--- src/hdl/vmvs_ram.sv ---
// Generic RAM with one write port and one registered read port
module vmvs_ram #(
    parameter int WIDTH = 8,
    parameter int DEPTH = 16,
    localparam int AW = (DEPTH > 1) ? $clog2(DEPTH) : 1
) (
    input  logic             i_clk,
    input  logic             i_we,
    input  logic [AW-1:0]    i_waddr,
    input  logic [WIDTH-1:0] i_wdata,
    input  logic [AW-1:0]    i_raddr,
    output logic [WIDTH-1:0] o_rdata
);

    logic [WIDTH-1:0] mem [DEPTH];
    logic [WIDTH-1:0] r_rdata;

    always_ff @(posedge i_clk) begin
        if (i_we) begin
            mem[i_waddr] <= i_wdata;
        end
        r_rdata <= mem[i_raddr];
    end

    assign o_rdata = r_rdata;

endmodule

--- config.mk ---
export PLATFORM = sky130hd
export DESIGN_NAME = vmvs_ram
export DESIGN_NICKNAME = d
export VERILOG_FILES = /design/src/hdl/vmvs_ram.sv
export SDC_FILE = /design/constraint.sdc
export NUM_CORES = 1
export LEC_CHECK = 0
export BUFFER_PORTS_ARGS = -buffer_cell sky130_fd_sc_hd__buf_2
export CAP_MARGIN = 0
export CORE_ASPECT_RATIO = 0.5
export CORE_UTILIZATION = 50
export DETAILED_ROUTE_END_ITERATION = 7
export MAX_ROUTING_LAYER = met4
export PLACE_DENSITY = 0.67
export SETUP_SLACK_MARGIN = 0.5
export SYNTH_ARGS = -nofsm -noshare
export SYNTH_HDL_FRONTEND = slang
export SYNTH_SLANG_ARGS = --single-unit
--- constraint.sdc ---
create_clock -name i_clk -period 1.8 [get_ports i_clk]
set_input_delay 0.09 -clock i_clk [delete_from_list [all_inputs] [get_ports i_clk]]
set_output_delay 0.09 -clock i_clk [all_outputs]
set_load 0.1 [all_outputs]
# After elaboration in Yosys (flattened, before gate mapping)
# Memory sizes are Yosys's and may differ from the RTL's. A register that Yosys moved wholly into a read port is not among the register bits.
# Index checks and enable logic that the tools add are counted.
# Widths: inputs -> output; s select.
[totals]
ramBits = 128
in_bits = 18
mem_count = 1
out_inout_bits = 8
reg_bits = 0
[mem_list]
columns = ["name", "depth", "width", "rd", "rd_ports_with_merged_regs", "write_ports", "line", "source"]
rows = [
  ["mem", 16, 8, 1, 1, 1, "15", "logic [WIDTH-1:0] mem [DEPTH];"],
]
[classes]
n_mux = 2
[ops]
columns = ["op", "count"]
rows = [
  ["$mux 1", 2],
]

# Logic depth before layout (Yosys ltp)
[logic_depth]
word_depth = 2
depth_mapped = 5
depth_no_buf = 3

# Worst setup path after synthesis
# Ideal clock, no wire load.
[synth_timing]
path_kind = "in2reg"
from = "input port i_waddr[2]"
to = "memory mem[0][0], enable pin"
path_buffers = 0
cell_stages = 2
slack_ns = 0.217
required_time_ns = 1.417
t_arrival_ns = 1.200
path_cell_list = "or3b_2 -> nor3_1"
[synth_lines]
columns = ["item", "line", "source"]
rows = [
  ["from (decl)", "9", "input logic [AW-1:0] i_waddr,"],
  ["to (decl)", "15", ""],
]
# Straight into the memory's write port.

==> results.env <==
INSERTEDDIODECOUNT=0
SYNTH_AREA_LEADERS='sky130_fd_sc_hd__edfxtp_1 (75%), sky130_fd_sc_hd__mux4_2 (7.9%), sky130_fd_sc_hd__mux4_1 (7.1%)'
CLK_LATENCY_NS=0.41
FINALMAXSLEWVIOLATIONS=0
HOLDPATHSTAGES=1
CTS.REPORTEDPATHS.CLKPINSLEW_NS=0.06
SYNTH.TOP_CELL.AREA_SHARE_PCT=74.67
POST_SYNTH_INSTANCE_AREA_UM2=5147
TOP_CELLS_BY_COUNT_SYNTH='sky130_fd_sc_hd__edfxtp_1 (128), sky130_fd_sc_hd__mux4_2 (18), sky130_fd_sc_hd__a22oi_1 (16)'
RRSETUPSLACK_NS=0.46
DIE_AREA_UM2=10730
AREAGROWTHSYNTHTOFINISH_PCT=21.20
SYNTH_TOP_CELL_BY_AREA='sky130_fd_sc_hd__edfxtp_1'
TIMING_HOLD_VIOLATIONS_FINAL=0
SYNTH_SEQUENTIAL_AREA_RATIO_PCT=77.78
CTSLONGESTPATHBUFFERS=2
TOTALNEGATIVESETUPSLACK_NS=0
FLOORPLAN.IO_PINS=26
GRT_ANTENNA_BEFORE_REPAIR=0
FIN_WS_NS=0.4573
R2R_CELLS=3
GLOBALROUTE.TOTALOVERFLOW=0
SYNTH_AREA_PER_CELL_UM2=22.48
RSZ0062_AT_GRT='true'
DRC_VIOLATION_TOTAL_AFTER_THE_FIRST_TRITONROUTE_ITERATION=275
REG2REG_FROM='mem[11][4]$_DFFE_PP_'
REGTOREGENDPOINT='o_rdata[4]$_DFF_P_'
TRACK_USAGE_PCT=23.07
CTSHOLDBUFFERS=0
FP-ROW-COUNT=25
GRT_MAX_DEGREE=18
POST_SYN_INSTANCES=229
POST_PLACEMENT_WORST_SETUP_SLACK_NS=0.1972
COREAREA_UM2=9728
CLOCK-SKEW-FINAL_NS=0.005835
POST_ROUTE_CELLS_DRIVE_ABOVE_1_SHARE_PCT=37.58
CLK_ROOT_BUFFER_CELL='sky130_fd_sc_hd__clkbuf_16'
CTS_INSERTED_BUFFERS=17
CAP_VIOLATIONS=0
WORST_SLEW_MARGIN_REL_PCT=64.07
CRIT_PATH_START_KIND='flop'
SYNTH-SEQ-CELLS=136
WORSTSETUPENDPOINT='o_rdata[4]$_DFF_P_'
CTS.REPAIR_TIMING.SETUP_BUFFER_COUNT=0
DIE-HEIGHT_UM=73.75
CTS_HTREE_LEVELS=4
TIMING.CRITICAL_PATH.ARRIVAL_NS=1.63
TRITONCTS='done'
MIN_PERIOD_NS=1.343
PLACEMENT.IO_BUFFERS=25
FINISH.NET_COUNT=303
SETUP.WORST_PATH.START='mem[11][4]$_DFFE_PP_'
REMAINING_DRC_ERRORS=0
POSTSYNTHNETCOUNT=247
HOLD_PATH.CLASS='in -> reg'
PLACEDCELLCOUNT=401
CTS_SINKS=136
GLOBALPLACE.CONGESTION=0.7847
GRT_FIRST_PASS_WIRELENGTH_UM=15950
SYNTH_ENABLE_FLOP_CELLS=128
DRT-PASS1-ITER-COUNT=4
VDD_DROP_MAX_uV=741.4
DETAIL_ROUTE.VIAS_PER_CELL=5.755
ASYNC_S_R_FF_SHARE_SYNTH_PCT=0
WORSTSETUPENDPOINTTYPE='flop'
INITIAL_CORE_UTIL_PCT=52.91
VIA_COUNT_OF_THE_FIRST_GLOBAL_ROUTING_PASS=2574
ANTENNA_VIOLATING_NETS_POST_ROUTE=0
MOST_FREQUENTLY_USED_CELL_TYPE_IN_THE_POST_SYNTHESIS_NETLIST='sky130_fd_sc_hd__edfxtp_1'
CRITPATHMAXFANOUT=1
FINALSETUPVIOLATIONS=0
LEAKAGE_nW=2.101
OUTCOME='completed'
DIE_WIDTH_UM=145.5
CRITPATHKIND='reg -> reg'
CP.REQUIRED_NS=2.09
ROUTE.VIAS.TOTAL=2492
ROUTED_WL_UM=10770
FINAL_CYCLE_UTILIZATION_OF_THE_CRITICAL_PATH_PCT=74.59
SYNTHESIS.YOSYS.WARNINGS=0
MAX_FREQ_MHz=744.8
SYNTH_FF_TYPE='sky130_fd_sc_hd__edfxtp_1'
WL_PER_CELL_UM=24.86
WORST-SLEW-PIN-TRANSITION_NS=0.5389
NETLIST-CELL-TYPE-COUNT=19
FIN_CELLS=433
POWER-PER-CELL-AREA_nW_PER_UM2=1266
==> how the worst min path moves through the flow <==
stage | slack (ns) | to | start
2_1_floorplan | 0.19 | mem[0][0]$_DFFE_PP_ | i_wdata[0]
3_3_place_gp | 0.47 | mem[9][5]$_DFFE_PP_ | i_wdata[5]
3_5_place_dp | 0.48 | mem[11][5]$_DFFE_PP_ | i_wdata[5]
4_1_cts | 0.05 | mem[7][5]$_DFFE_PP_ | i_wdata[5]
5_1_grt | 0.06 | mem[5][5]$_DFFE_PP_ | i_wdata[5]
6_report | 0.07 | mem[11][5]$_DFFE_PP_ | i_wdata[5]
==> placed cells by master (no fill, tap or decap), types with 2 or more instances in the layout <==
cell type	instances
sky130_fd_sc_hd__a22oi_1	5
sky130_fd_sc_hd__a22oi_2	11
sky130_fd_sc_hd__buf_12	3
sky130_fd_sc_hd__buf_2	21
sky130_fd_sc_hd__buf_4	21
sky130_fd_sc_hd__bufinv_16	6
sky130_fd_sc_hd__clkbuf_1	6
sky130_fd_sc_hd__clkbuf_16	17
sky130_fd_sc_hd__clkbuf_4	2
sky130_fd_sc_hd__dfxtp_1	8
sky130_fd_sc_hd__edfxtp_1	128
sky130_fd_sc_hd__mux4_1	5
sky130_fd_sc_hd__mux4_2	27
sky130_fd_sc_hd__nand2_1	9
sky130_fd_sc_hd__nand2b_1	2
sky130_fd_sc_hd__nand3b_1	2
sky130_fd_sc_hd__nor2_1	13
sky130_fd_sc_hd__nor3_1	3
==> registers in the layout, summed over array words and instances, names as in the netlist <==
| signal | count |
|---|---|
| mem | 128 |
| o_rdata | 8 |
==> what timing repair did <==
| item | in CTS | in global routing |
|---|---|---|
| pin swaps | 8 | 4 |
| cloned | 0 | 0 |
| gates resized for setup | 15 | 9 |
| setup endpoints to repair | 10 | 10 |
==> critical path, cell delays in order (launching register included) <==
cell and delay [ns]:
sky130_fd_sc_hd__edfxtp_1 0.37, sky130_fd_sc_hd__mux4_2 0.48, sky130_fd_sc_hd__a22oi_2 0.26, sky130_fd_sc_hd__nand2_1 0.10
==> through the flow <==
step | instance area [µm²] | power (mW) | hold WS, ns | util (%)
floorplan | 5152 | 3.956 | 0.1889 | -
global placement | 5563 | 4.115 | 0.4698 | 57.18
detailed placement | 5563 | 4.126 | 0.4830 | 57.18
CTS | 6233 | 7.942 | 0.05129 | 64.08
global route | 6238 | 8.110 | 0.05940 | 64.13
finish | 6238 | 7.897 | 0.06762 | 64.13
==> report_power, final <==
part | internal (mW) | leakage, nW | switching (mW) | total (mW)
registers | 3.54 | 1.22 | 0.0266 | 3.57
clock network | 2.59 | 0.307 | 1.21 | 3.80
logic | 0.165 | 0.570 | 0.359 | 0.524
==> layer usage <==
metal	track usage [%]	part of all wire [%]	up-vias
met5	-	0	-
met4	9.123	0.27	0
met3	6.770	9.5	6
met1	31.31	42	1301
met2	33.23	48	110
li1	-	-	1075
==> logic make-up (layout without fill, tap and decap cells) <==
kind of cell           count (synthesis)  count (layout)  synth area share (%)
muxes                                 32              32                 15.02
and+or+nand+nor                       35              35                 3.184
buffers and inverters                 10              79                 1.677
DFF                                  136             136                 77.78
AOI/OAI and AO/OA                     16              16                 2.334
==> area by class of cell <==
| cell class | count | area [µm²] |
|---|---|---|
| multi-input combinational | 83 | 1084 |
| clock inverter | 9 | 196.4 |
| tap | 135 | 168.9 |
| timing repair buffer | 47 | 337.8 |
| sequential | 136 | 4004 |
| fill | 630 | 3490 |
| clock buffer | 23 | 447.9 |
Power figures use the tool's default switching activity.
